<file path="src/rtl/jsu_pkg.sv">
// Shared types, constants and helper functions for the JSON string unescaper.
// Used by jsu_ctrl, jsu_dpath and json_string_unescape_core; depends on nothing.

package jsu_pkg;

	// Depth of the window that holds an undecided escape plus the new byte.
	localparam int HOLD_DEPTH = 11;
	localparam int CNT_W      = 4;
	localparam int CP_W       = 21;

	// Characters that steer the scanner.
	localparam logic [7:0] CH_QUOTE  = 8'h22;
	localparam logic [7:0] CH_BSLASH = 8'h5C;
	localparam logic [7:0] CH_U      = 8'h75;

	// Bytes consumed by one scan step.
	localparam logic [CNT_W-1:0] USED_CHAR = 4'd1;
	localparam logic [CNT_W-1:0] USED_UNIT = 4'd5;
	localparam logic [CNT_W-1:0] USED_PAIR = 4'd11;

	// Surrogate ranges and the replacement character.
	localparam logic [15:0] HI_SURR_MIN = 16'hD800;
	localparam logic [15:0] HI_SURR_MAX = 16'hDBFF;
	localparam logic [15:0] LO_SURR_MIN = 16'hDC00;
	localparam logic [15:0] LO_SURR_MAX = 16'hDFFF;
	localparam logic [CP_W-1:0] CP_REPLACE = 21'h00FFFD;
	localparam logic [CP_W-1:0] CP_SUPP_BASE = 21'h010000;

	typedef struct packed {
		logic [7:0] in_byte;
		logic       in_final;
	} item_t;

	typedef struct packed {
		logic [7:0] out_byte;
		logic       out_valid;
		logic       out_last;
		logic       string_done;
		logic       unterminated;
	} result_t;

	// What the byte at the head of the window calls for.
	typedef enum logic [2:0] {
		ACT_END,
		ACT_QUOTE,
		ACT_WAIT,
		ACT_ESC,
		ACT_CHAR
	} act_t;

	typedef enum logic [2:0] {
		OP_NONE,
		OP_LOAD,
		OP_STEP,
		OP_EMIT,
		OP_FINISH
	} op_t;

	typedef enum logic [1:0] {
		ST_IDLE,
		ST_SCAN,
		ST_EMIT
	} state_t;

	typedef struct packed {
		op_t op;
	} cmd_t;

	typedef struct packed {
		act_t act;
		logic push_ok;
		logic out_free;
		logic multi;
		logic emit_last;
	} st_t;

	// Returns {ok, value} for one hex digit.
	function automatic logic [4:0] hex_nibble(input logic [7:0] c);
		logic [4:0] r;
		r = '0;
		if (c >= 8'h30 && c <= 8'h39) begin
			r = {1'b1, 4'(c - 8'h30)};
		end else if (c >= 8'h61 && c <= 8'h66) begin
			r = {1'b1, 4'(c - 8'h57)};
		end else if (c >= 8'h41 && c <= 8'h46) begin
			r = {1'b1, 4'(c - 8'h37)};
		end
		return r;
	endfunction

	// Maps the character after a backslash; unknown ones pass through.
	function automatic logic [7:0] simple_escape(input logic [7:0] e);
		logic [7:0] r;
		case (e)
			8'h62: r = 8'h08;  // b
			8'h66: r = 8'h0C;  // f
			8'h6E: r = 8'h0A;  // n
			8'h72: r = 8'h0D;  // r
			8'h74: r = 8'h09;  // t
			default: r = e;
		endcase
		return r;
	endfunction

	// Index of the last UTF-8 byte for a code point (length minus one).
	function automatic logic [1:0] utf8_last(input logic [CP_W-1:0] cp);
		logic [1:0] r;
		if (cp < 21'h000080) begin
			r = 2'd0;
		end else if (cp < 21'h000800) begin
			r = 2'd1;
		end else if (cp < 21'h010000) begin
			r = 2'd2;
		end else begin
			r = 2'd3;
		end
		return r;
	endfunction

	// Byte k of the UTF-8 encoding whose last index is last.
	function automatic logic [7:0] utf8_byte(input logic [CP_W-1:0] cp,
	                                         input logic [1:0] last,
	                                         input logic [1:0] k);
		logic [7:0] r;
		case (last)
			2'd0: r = cp[7:0];
			2'd1: r = (k == 2'd0) ? {3'b110, cp[10:6]} : {2'b10, cp[5:0]};
			2'd2: begin
				case (k)
					2'd0: r = {4'b1110, cp[15:12]};
					2'd1: r = {2'b10, cp[11:6]};
					default: r = {2'b10, cp[5:0]};
				endcase
			end
			default: begin
				case (k)
					2'd0: r = {5'b11110, cp[20:18]};
					2'd1: r = {2'b10, cp[17:12]};
					2'd2: r = {2'b10, cp[11:6]};
					default: r = {2'b10, cp[5:0]};
				endcase
			end
		endcase
		return r;
	endfunction

endpackage

</file>
<file path="src/rtl/json_string_unescape_core.sv">
// Top level of the JSON string unescaper: sequencer, datapath and the
// result register. Depends on jsu_pkg, jsu_ctrl and jsu_dpath.
//
//   channel   direction   handshake                    payload
//   item      in          item_valid / item_stall      jsu_pkg::item_t
//   result    out         result_valid / result_stall  jsu_pkg::result_t
//
// A request of plain text is worked as a load, a scan step and a close.
// Each further scan step is one per backslash or decoded character, and
// every UTF-8 byte after a character's first takes its own emit step; bytes
// of a held escape that turns out bad are scanned again one per cycle while
// the result side lets the scanner run. One request is worked at a time.
// Reset clears the control state; the held escape bytes are undefined.
// Result stall holds the scanner once the holdback byte and the result
// register are both full, and holds the close until the register is free.

module json_string_unescape_core (
	input  logic             clk,
	input  logic             arst_n,
	input  logic             item_valid,
	output logic             item_stall,
	input  jsu_pkg::item_t   item,
	output logic             result_valid,
	input  logic             result_stall,
	output jsu_pkg::result_t result
);

	jsu_pkg::cmd_t    cmd;
	jsu_pkg::st_t     st;
	logic             out_free;
	logic             res_load;
	jsu_pkg::result_t res_data;
	logic             result_valid_q;
	jsu_pkg::result_t result_q;

	jsu_ctrl u_ctrl (
		.clk        (clk),
		.arst_n     (arst_n),
		.item_valid (item_valid),
		.item_stall (item_stall),
		.st         (st),
		.cmd        (cmd)
	);

	jsu_dpath u_dpath (
		.clk      (clk),
		.arst_n   (arst_n),
		.item     (item),
		.cmd      (cmd),
		.out_free (out_free),
		.st       (st),
		.res_load (res_load),
		.res_data (res_data)
	);

	// The result register can take a byte when empty or being drained.
	assign out_free = !result_valid_q || !result_stall;

	// Result register valid.
	always_ff @(posedge clk or negedge arst_n) begin
		if (!arst_n) begin
			result_valid_q <= 1'b0;
		end else if (res_load) begin
			result_valid_q <= 1'b1;
		end else if (!result_stall) begin
			result_valid_q <= 1'b0;
		end
	end

	// Result register payload.
	always_ff @(posedge clk) begin
		if (res_load) begin
			result_q <= res_data;
		end
	end

	assign result_valid = result_valid_q;
	assign result       = result_q;

	// A result is never written over one that is still stalled.
	a_no_overwrite: assert property (@(posedge clk) disable iff (!arst_n)
		res_load |-> out_free)
		else $error("result register overwritten while stalled");

	// An unterminated flag only comes with the end of the string.
	a_unterm_done: assert property (@(posedge clk) disable iff (!arst_n)
		(result_valid && result.unterminated) |-> result.string_done)
		else $error("unterminated without string end");

	// An empty result only marks the end of a string.
	a_empty_done: assert property (@(posedge clk) disable iff (!arst_n)
		(result_valid && !result.out_valid) |-> result.string_done && result.out_last)
		else $error("empty result outside string end");

endmodule

</file>
<file path="src/rtl/jsu_ctrl.sv">
// Sequencer of the JSON string unescaper: takes a request, steps the scanner
// and emits the bytes of multi-byte characters. Depends on jsu_pkg.

module jsu_ctrl (
	input  logic          clk,
	input  logic          arst_n,
	input  logic          item_valid,
	output logic          item_stall,
	input  jsu_pkg::st_t  st,
	output jsu_pkg::cmd_t cmd
);

	jsu_pkg::state_t state_q;
	jsu_pkg::state_t state_d;
	logic            closing;

	// The window has nothing left to decide for this request.
	assign closing = (st.act == jsu_pkg::ACT_END) || (st.act == jsu_pkg::ACT_QUOTE) ||
	                 (st.act == jsu_pkg::ACT_WAIT);

	// State register.
	always_ff @(posedge clk or negedge arst_n) begin
		if (!arst_n) begin
			state_q <= jsu_pkg::ST_IDLE;
		end else begin
			state_q <= state_d;
		end
	end

	// Next state.
	always_comb begin
		state_d = state_q;
		case (state_q)
			jsu_pkg::ST_IDLE: begin
				if (item_valid) begin
					state_d = jsu_pkg::ST_SCAN;
				end
			end
			jsu_pkg::ST_SCAN: begin
				if (closing && st.out_free) begin
					state_d = jsu_pkg::ST_IDLE;
				end else if (st.act == jsu_pkg::ACT_CHAR && st.push_ok && st.multi) begin
					state_d = jsu_pkg::ST_EMIT;
				end
			end
			jsu_pkg::ST_EMIT: begin
				if (st.push_ok && st.emit_last) begin
					state_d = jsu_pkg::ST_SCAN;
				end
			end
			default: state_d = jsu_pkg::ST_IDLE;
		endcase
	end

	// Commands to the datapath.
	always_comb begin
		cmd.op     = jsu_pkg::OP_NONE;
		item_stall = 1'b1;
		case (state_q)
			jsu_pkg::ST_IDLE: begin
				item_stall = 1'b0;
				if (item_valid) begin
					cmd.op = jsu_pkg::OP_LOAD;
				end
			end
			jsu_pkg::ST_SCAN: begin
				if (closing) begin
					if (st.out_free) begin
						cmd.op = jsu_pkg::OP_FINISH;
					end
				end else if (st.act == jsu_pkg::ACT_ESC) begin
					cmd.op = jsu_pkg::OP_STEP;
				end else if (st.push_ok) begin
					cmd.op = jsu_pkg::OP_STEP;
				end
			end
			jsu_pkg::ST_EMIT: begin
				if (st.push_ok) begin
					cmd.op = jsu_pkg::OP_EMIT;
				end
			end
			default: cmd.op = jsu_pkg::OP_NONE;
		endcase
	end

endmodule

</file>
<file path="src/rtl/jsu_dpath.sv">
// Datapath of the JSON string unescaper: byte window, escape decoder, UTF-8
// encoder and a one-byte holdback that lets the last result be marked.
// Depends on jsu_pkg.

module jsu_dpath (
	input  logic             clk,
	input  logic             arst_n,
	input  jsu_pkg::item_t   item,
	input  jsu_pkg::cmd_t    cmd,
	input  logic             out_free,
	output jsu_pkg::st_t     st,
	output logic             res_load,
	output jsu_pkg::result_t res_data
);

	logic [jsu_pkg::HOLD_DEPTH-1:0][7:0] buf_q;
	logic [jsu_pkg::CNT_W-1:0]           cnt_q;
	logic                                esc_q;
	logic                                fin_q;
	logic [jsu_pkg::CP_W-1:0]            cp_q;
	logic [1:0]                          last_q;
	logic [1:0]                          k_q;
	logic [7:0]                          pend_q;
	logic                                pend_valid_q;

	logic [4:0]                n1, n2, n3, n4, m1, m2, m3, m4;
	logic                      hi_ok, lo_ok, is_hi, is_lo1, is_lo2, pair_ok;
	logic [15:0]               cu1, cu2;
	jsu_pkg::act_t             act;
	logic [jsu_pkg::CP_W-1:0]  cp_d;
	logic                      cp_unit;
	logic [1:0]                last_d;
	logic [jsu_pkg::CNT_W-1:0] used_d;
	logic                      push;
	logic [7:0]                push_byte;
	logic                      done;
	logic                      unterm;

	// Hex digits of the first and of a following code unit.
	always_comb begin
		n1     = jsu_pkg::hex_nibble(buf_q[1]);
		n2     = jsu_pkg::hex_nibble(buf_q[2]);
		n3     = jsu_pkg::hex_nibble(buf_q[3]);
		n4     = jsu_pkg::hex_nibble(buf_q[4]);
		m1     = jsu_pkg::hex_nibble(buf_q[7]);
		m2     = jsu_pkg::hex_nibble(buf_q[8]);
		m3     = jsu_pkg::hex_nibble(buf_q[9]);
		m4     = jsu_pkg::hex_nibble(buf_q[10]);
		hi_ok  = n1[4] & n2[4] & n3[4] & n4[4];
		lo_ok  = m1[4] & m2[4] & m3[4] & m4[4];
		cu1    = {n1[3:0], n2[3:0], n3[3:0], n4[3:0]};
		cu2    = {m1[3:0], m2[3:0], m3[3:0], m4[3:0]};
		is_hi  = (cu1 >= jsu_pkg::HI_SURR_MIN) && (cu1 <= jsu_pkg::HI_SURR_MAX);
		is_lo1 = (cu1 >= jsu_pkg::LO_SURR_MIN) && (cu1 <= jsu_pkg::LO_SURR_MAX);
		is_lo2 = (cu2 >= jsu_pkg::LO_SURR_MIN) && (cu2 <= jsu_pkg::LO_SURR_MAX);
		pair_ok = ((cnt_q < 4'd6) || (buf_q[5] == jsu_pkg::CH_BSLASH)) &&
		          ((cnt_q < 4'd7) || (buf_q[6] == jsu_pkg::CH_U));
	end

	// Decide what the head of the window yields. A bad or short escape
	// falls back to the 'u' itself, which is already the head byte.
	// Only a decoded \u escape is a code point; every other byte goes out as a single byte.
	always_comb begin
		act     = jsu_pkg::ACT_CHAR;
		cp_d    = {13'd0, buf_q[0]};
		cp_unit = 1'b0;
		used_d  = jsu_pkg::USED_CHAR;
		if (cnt_q == '0) begin
			act = jsu_pkg::ACT_END;
		end else if (!esc_q) begin
			if (buf_q[0] == jsu_pkg::CH_QUOTE) begin
				act = jsu_pkg::ACT_QUOTE;
			end else if (buf_q[0] == jsu_pkg::CH_BSLASH) begin
				act = jsu_pkg::ACT_ESC;
			end
		end else if (buf_q[0] != jsu_pkg::CH_U) begin
			cp_d = {13'd0, jsu_pkg::simple_escape(buf_q[0])};
		end else if (cnt_q < jsu_pkg::USED_UNIT) begin
			if (!fin_q) begin
				act = jsu_pkg::ACT_WAIT;
			end
		end else if (!hi_ok) begin
			cp_d = {13'd0, buf_q[0]};
		end else if (is_hi) begin
			used_d  = jsu_pkg::USED_UNIT;
			cp_d    = {5'd0, cu1};
			cp_unit = 1'b1;
			if (pair_ok && (cnt_q >= jsu_pkg::USED_PAIR)) begin
				if (lo_ok && is_lo2) begin
					cp_d   = jsu_pkg::CP_SUPP_BASE + {1'b0, cu1[9:0], cu2[9:0]};
					used_d = jsu_pkg::USED_PAIR;
				end else begin
					cp_d = jsu_pkg::CP_REPLACE;
				end
			end else if (pair_ok && !fin_q) begin
				act = jsu_pkg::ACT_WAIT;
			end
		end else begin
			used_d  = jsu_pkg::USED_UNIT;
			cp_d    = is_lo1 ? jsu_pkg::CP_REPLACE : {5'd0, cu1};
			cp_unit = 1'b1;
		end
	end

	// Byte produced this cycle, and the status seen by the sequencer.
	always_comb begin
		last_d = cp_unit ? jsu_pkg::utf8_last(cp_d) : 2'd0;
		push = ((cmd.op == jsu_pkg::OP_STEP) && (act == jsu_pkg::ACT_CHAR)) ||
		       (cmd.op == jsu_pkg::OP_EMIT);
		if (cmd.op == jsu_pkg::OP_EMIT) begin
			push_byte = jsu_pkg::utf8_byte(cp_q, last_q, k_q);
		end else begin
			push_byte = jsu_pkg::utf8_byte(cp_d, last_d, 2'd0);
		end
		done         = (act == jsu_pkg::ACT_QUOTE) || fin_q;
		unterm       = (act != jsu_pkg::ACT_QUOTE) && fin_q;
		st.act       = act;
		st.out_free  = out_free;
		st.push_ok   = !pend_valid_q || out_free;
		st.multi     = (last_d != 2'd0);
		st.emit_last = (k_q == last_q);
	end

	// A new byte pushes the held one out; closing the request flushes it
	// as the last result, or gives an empty result when the string ends.
	always_comb begin
		res_load = 1'b0;
		res_data = '{out_byte: pend_q, out_valid: 1'b1, out_last: 1'b0,
		             string_done: 1'b0, unterminated: 1'b0};
		if (push) begin
			res_load = pend_valid_q;
		end else if (cmd.op == jsu_pkg::OP_FINISH) begin
			res_data.out_last     = 1'b1;
			res_data.string_done  = done;
			res_data.unterminated = unterm;
			if (pend_valid_q) begin
				res_load = 1'b1;
			end else if (done) begin
				res_load          = 1'b1;
				res_data.out_byte  = '0;
				res_data.out_valid = 1'b0;
			end
		end
	end

	// Window fill, escape flag and holdback valid.
	always_ff @(posedge clk or negedge arst_n) begin
		if (!arst_n) begin
			cnt_q        <= '0;
			esc_q        <= 1'b0;
			pend_valid_q <= 1'b0;
		end else begin
			case (cmd.op)
				jsu_pkg::OP_LOAD: begin
					cnt_q <= cnt_q + 4'd1;
				end
				jsu_pkg::OP_STEP: begin
					cnt_q <= cnt_q - used_d;
					esc_q <= (act == jsu_pkg::ACT_ESC);
				end
				jsu_pkg::OP_FINISH: begin
					pend_valid_q <= 1'b0;
					if (done) begin
						cnt_q <= '0;
						esc_q <= 1'b0;
					end
				end
				default: begin
				end
			endcase
			if (push) begin
				pend_valid_q <= 1'b1;
			end
		end
	end

	// Window bytes, current code point and emit index.
	always_ff @(posedge clk) begin
		case (cmd.op)
			jsu_pkg::OP_LOAD: begin
				buf_q[cnt_q] <= item.in_byte;
				fin_q        <= item.in_final;
			end
			jsu_pkg::OP_STEP: begin
				buf_q  <= buf_q >> {used_d, 3'b000};
				cp_q   <= cp_d;
				last_q <= last_d;
				k_q    <= 2'd1;
			end
			jsu_pkg::OP_EMIT: begin
				k_q <= k_q + 2'd1;
			end
			default: begin
			end
		endcase
		if (push) begin
			pend_q <= push_byte;
		end
	end

	// The window never grows past its depth.
	a_cnt_range: assert property (@(posedge clk) disable iff (!arst_n)
		cnt_q <= jsu_pkg::USED_PAIR)
		else $error("window count out of range");

	// Bytes stay in the window between requests only inside an escape.
	a_load_held: assert property (@(posedge clk) disable iff (!arst_n)
		(cmd.op == jsu_pkg::OP_LOAD) |-> ((cnt_q == '0) || esc_q) &&
		(cnt_q < jsu_pkg::USED_PAIR))
		else $error("request loaded into a window that is not free");

	// Trailing UTF-8 bytes are emitted only for multi-byte characters.
	a_emit_index: assert property (@(posedge clk) disable iff (!arst_n)
		(cmd.op == jsu_pkg::OP_EMIT) |-> (last_q != 2'd0) && (k_q <= last_q))
		else $error("UTF-8 emit index out of range");

endmodule
</file>
<file path="config.mk">
export PLATFORM = sky130hd
export DESIGN_NAME = json_string_unescape_core
export DESIGN_NICKNAME = d
export VERILOG_FILES = /design/src/rtl/jsu_pkg.sv /design/src/rtl/json_string_unescape_core.sv /design/src/rtl/jsu_ctrl.sv /design/src/rtl/jsu_dpath.sv
export SDC_FILE = /design/constraint.sdc
export NUM_CORES = 1
export LEC_CHECK = 0
export CAP_MARGIN = 5
export CELL_PAD_IN_SITES_DETAIL_PLACEMENT = 1
export CELL_PAD_IN_SITES_GLOBAL_PLACEMENT = 1
export CORE_ASPECT_RATIO = 0.8
export CORE_UTILIZATION = 57
export CTS_BUF_LIST = sky130_fd_sc_hd__clkbuf_8
export DETAILED_ROUTE_END_ITERATION = 8
export DONT_BUFFER_PORTS = 1
export MAX_ROUTING_LAYER = met4
export PLACE_DENSITY_LB_ADDON = 0.05
export SLEW_MARGIN = 15
export SYNTH_ARGS = -nofsm -noshare
export SYNTH_HDL_FRONTEND = slang
export SYNTH_HIERARCHICAL = 1
export SYNTH_SLANG_ARGS = --single-unit
</file>
<file path="constraint.sdc">
create_clock -name clk -period 11 [get_ports clk]
set_input_delay 2.2 -clock clk [delete_from_list [all_inputs] [get_ports clk]]
set_output_delay 2.2 -clock clk [all_outputs]
set_load 0.01 [all_outputs]
</file>
==> metrics <==
slew at the pin with the worst max-slew slack=approximately 1.2 ns; post-DR vias/cell=7.43; synth cell count leaders=134 x edfxtp_1, 93 x nand2_1, 91 x o21ai_0; Layout area overhead=6.07%; Post-CTS Resized=0; layout net count=981; worst skew pair latency=between 0.4 and 0.5 ns; area of placed instances=around 9600 um^2; final worst-path cycle share=0.590; Synth area leaders=edfxtp_1 42%, ha_1 5.3%, o21ai_0 4.8%; syn_nets=around 1,000; post-synthesis register bit count=about 140; async set-or-reset flop fraction in the synthesized netlist=0.0629; TritonCTS Buffers=17; WP data arrival=roughly 6.8 ns; Post-synth EDFFs=134; H-Tree Depth=4; hold-fix buffer count after cts=0; Sink Count=143; die width=146 um; antenna cells=0; met3 Use GR=0.125; Buffers on Ports=0; Fin Hold WS=0.543 ns; initial antenna violation count=0; number of global-route vias before repair=8,529; post-route cell area=10,100 um^2; Avg Inst Size Synth=9.97 um^2; MaxCap Viol Count=0; Hold Crit Class=flop to flop; gr ovfl total=0; total global-route track usage=0.417; via count=8,583; DRT antenna net count=0; maximum clock rate=0.154 GHz; most common cell in the netlist=edfxtp_1; Final Hold Violating Endpoints=0; Worst EP required=11.31 ns; Setup Buffers After CTS=0; largest area contributor in the netlist=edfxtp_1; Period minus WS final=around 6.5 ns; CTS Buffer Depth=2; standard-cell rows=between 40 and 50; drt wl/cell=29.7 um; setup tns final=0 ns; Routed WL=34.3 mm; final slew viol count=0; # DRC=0; DRT Pass-1 Iters=7; Setup Skew=0.0189 ns; clk root buf=clkbuf_8; fillers=1,747; Initial Util=0.592; Post-DP HPWL=25.1 mm; Synth cell types=86; Core Area=16,100 um^2; worst rel slew slack=0.174; startpoint types=flop; Placer Congestion=0.994; Finish-stage setup viols=0; Yosys warnings=6; PD cells=336 nW/um^2; VDD IR max=233 uV; status=complete, no violations; CTS tree=done; most used routing layer=met2; Top FF cell, synth=edfxtp_1; post-synth top area share=0.423; die height=118 um; met1 Resource Use GR=0.572; LEAKAGE=3.59 nW; first-pass GRT wire length=just over 50 mm; RSZ-0062 raised after global routing=no; Ports=27; DRT iter0 DRCs=1,284; clk slew on worst S/H paths=roughly 0.090 ns; largest net degree at the start of global routing=64; post-synthesis sequential area ratio=0.447; Crit Path Category=flop to flop; met2 usage=0.590; CP endpoint kind=flop; mapped cell area=9510 um^2; Post-Synthesis Cells=~950; die area=roughly 17,000 um^2; share of layout cells above drive strength 1=0.0787; critical path peak fanout=63
==> layout by cell type, fill, tap and decap left out, types with 9 or more instances in the layout <==
| master | instances |
|---|---|
| nand2_1 | 93 |
| nor3b_1 | 11 |
| a22o_1 | 38 |
| inv_1 | 47 |
| ha_1 | 40 |
| a21oi_1 | 49 |
| nand2b_1 | 13 |
| nand4_1 | 9 |
| a211oi_1 | 13 |
| nor3_1 | 14 |
| nand3_1 | 18 |
| edfxtp_1 | 134 |
| dfrtp_1 | 9 |
| clkbuf_8 | 17 |
| o21ai_0 | 89 |
| nor2_1 | 60 |
| mux2i_1 | 25 |
| a22oi_1 | 38 |
| nor2b_1 | 22 |
==> cell type report <==
cell class	count	area (um^2)	area share
multi-input cells	712	4920	0.488
flip-flops and latches	143	4250	0.421
well taps	215	269	0.0267
clock buffers	17	234	0.0232
clock inverters	15	184	0.0182
inverters	46	173	0.0171
repair buffers	7	52.6	0.00521
==> state kept, by name, summed over array words and instances (netlist names) <==
register / cells
result: 12
u_dpath/esc_q: 1
u_dpath/k_q: 2
u_dpath/fin_q: 1
u_ctrl/state_q: 2
u_dpath/last_q: 2
u_dpath/cp_q: 21
u_dpath/cnt_q: 4
u_dpath/buf_q: 88
result_valid: 1
u_dpath/pend_q: 8
u_dpath/pend_valid_q: 1
==> critical path: stages (launching register included) <==
cell and delay [ns]:
edfxtp_1 0.50, inv_1 0.13, ha_1 0.18, o21bai_1 0.12, a2111oi_4 0.64, o22ai_1 0.22
nor4b_1 0.33, nand4_1 0.34, a21oi_1 0.34, nor3_1 0.13, and3b_2 0.24, o21ai_0 0.14
o31ai_1 0.12, nor2b_1 0.24, nand2b_2 0.10, buf_4 0.52, clkinv_1 0.68, o21ai_4 0.29
inv_1 0.07, ha_1 0.27, a21o_1 0.18, a21oi_1 0.16, xnor2_1 0.18, o21a_1 0.16
a31oi_1 0.04
==> power by group <==
group          leakage [nW]  switching, mW  internal, mW
clock network         0.215          0.226         0.228
logic                  1.94          0.945         0.509
registers              1.44          0.436          1.04
==> logic make-up (layout without fill, tap and decap cells) <==
logic type | Yosys count | after routing | share of synthesized area
flops | 143 | 143 | 0.447
buf+inv | 98 | 85 | 0.0420
fa+ha+maj | 41 | 41 | 0.0548
compound gates | 327 | 327 | 0.241
simple gates | 309 | 309 | 0.179
mux | 25 | 25 | 0.0263
xor+xnor | 10 | 10 | 0.00921
==> path summary, 6_finish.rpt <==
kind                            cells after the start  slack, ns                            to                         from
worst max register to register                     24       4.51  u_dpath/cnt_q[3]$_DFFE_PN0P_  u_dpath/buf_q[33]$_DFFE_PP_
worst max-delay path                               24       4.51  u_dpath/cnt_q[3]$_DFFE_PN0P_  u_dpath/buf_q[33]$_DFFE_PP_
worst min register to register                      1       0.54          result[10]$_DFFE_PP_  u_dpath/pend_q[6]$_DFFE_PP_
max in group asynchronous                           0       9.51  u_dpath/cnt_q[3]$_DFFE_PN0P_                       arst_n
min in group asynchronous                           0       1.42      result_valid$_DFFE_PN0P_                       arst_n
worst min-delay path                                1       0.54          result[10]$_DFFE_PP_  u_dpath/pend_q[6]$_DFFE_PP_
==> routing by layer <==
metal  wire [um]  vias to the layer above
met1       13900                     4233
li1            -                     3608
met5           0                        -
met4        1040                        0
met2       14800                      651
met3        4560                       91
==> through the flow <==
stage	setup WS [ns]	utilization	instances	total power [mW]
after floorplan	5.99	-	953	2.27
after global placement	5.28	0.600	1123	2.70
after detailed placement	4.71	0.600	1123	2.83
after CTS	4.69	0.626	1155	3.29
after global routing	4.13	0.628	1155	3.53
final	4.51	0.628	1155	3.38
(Power assumes the default switching activity.)
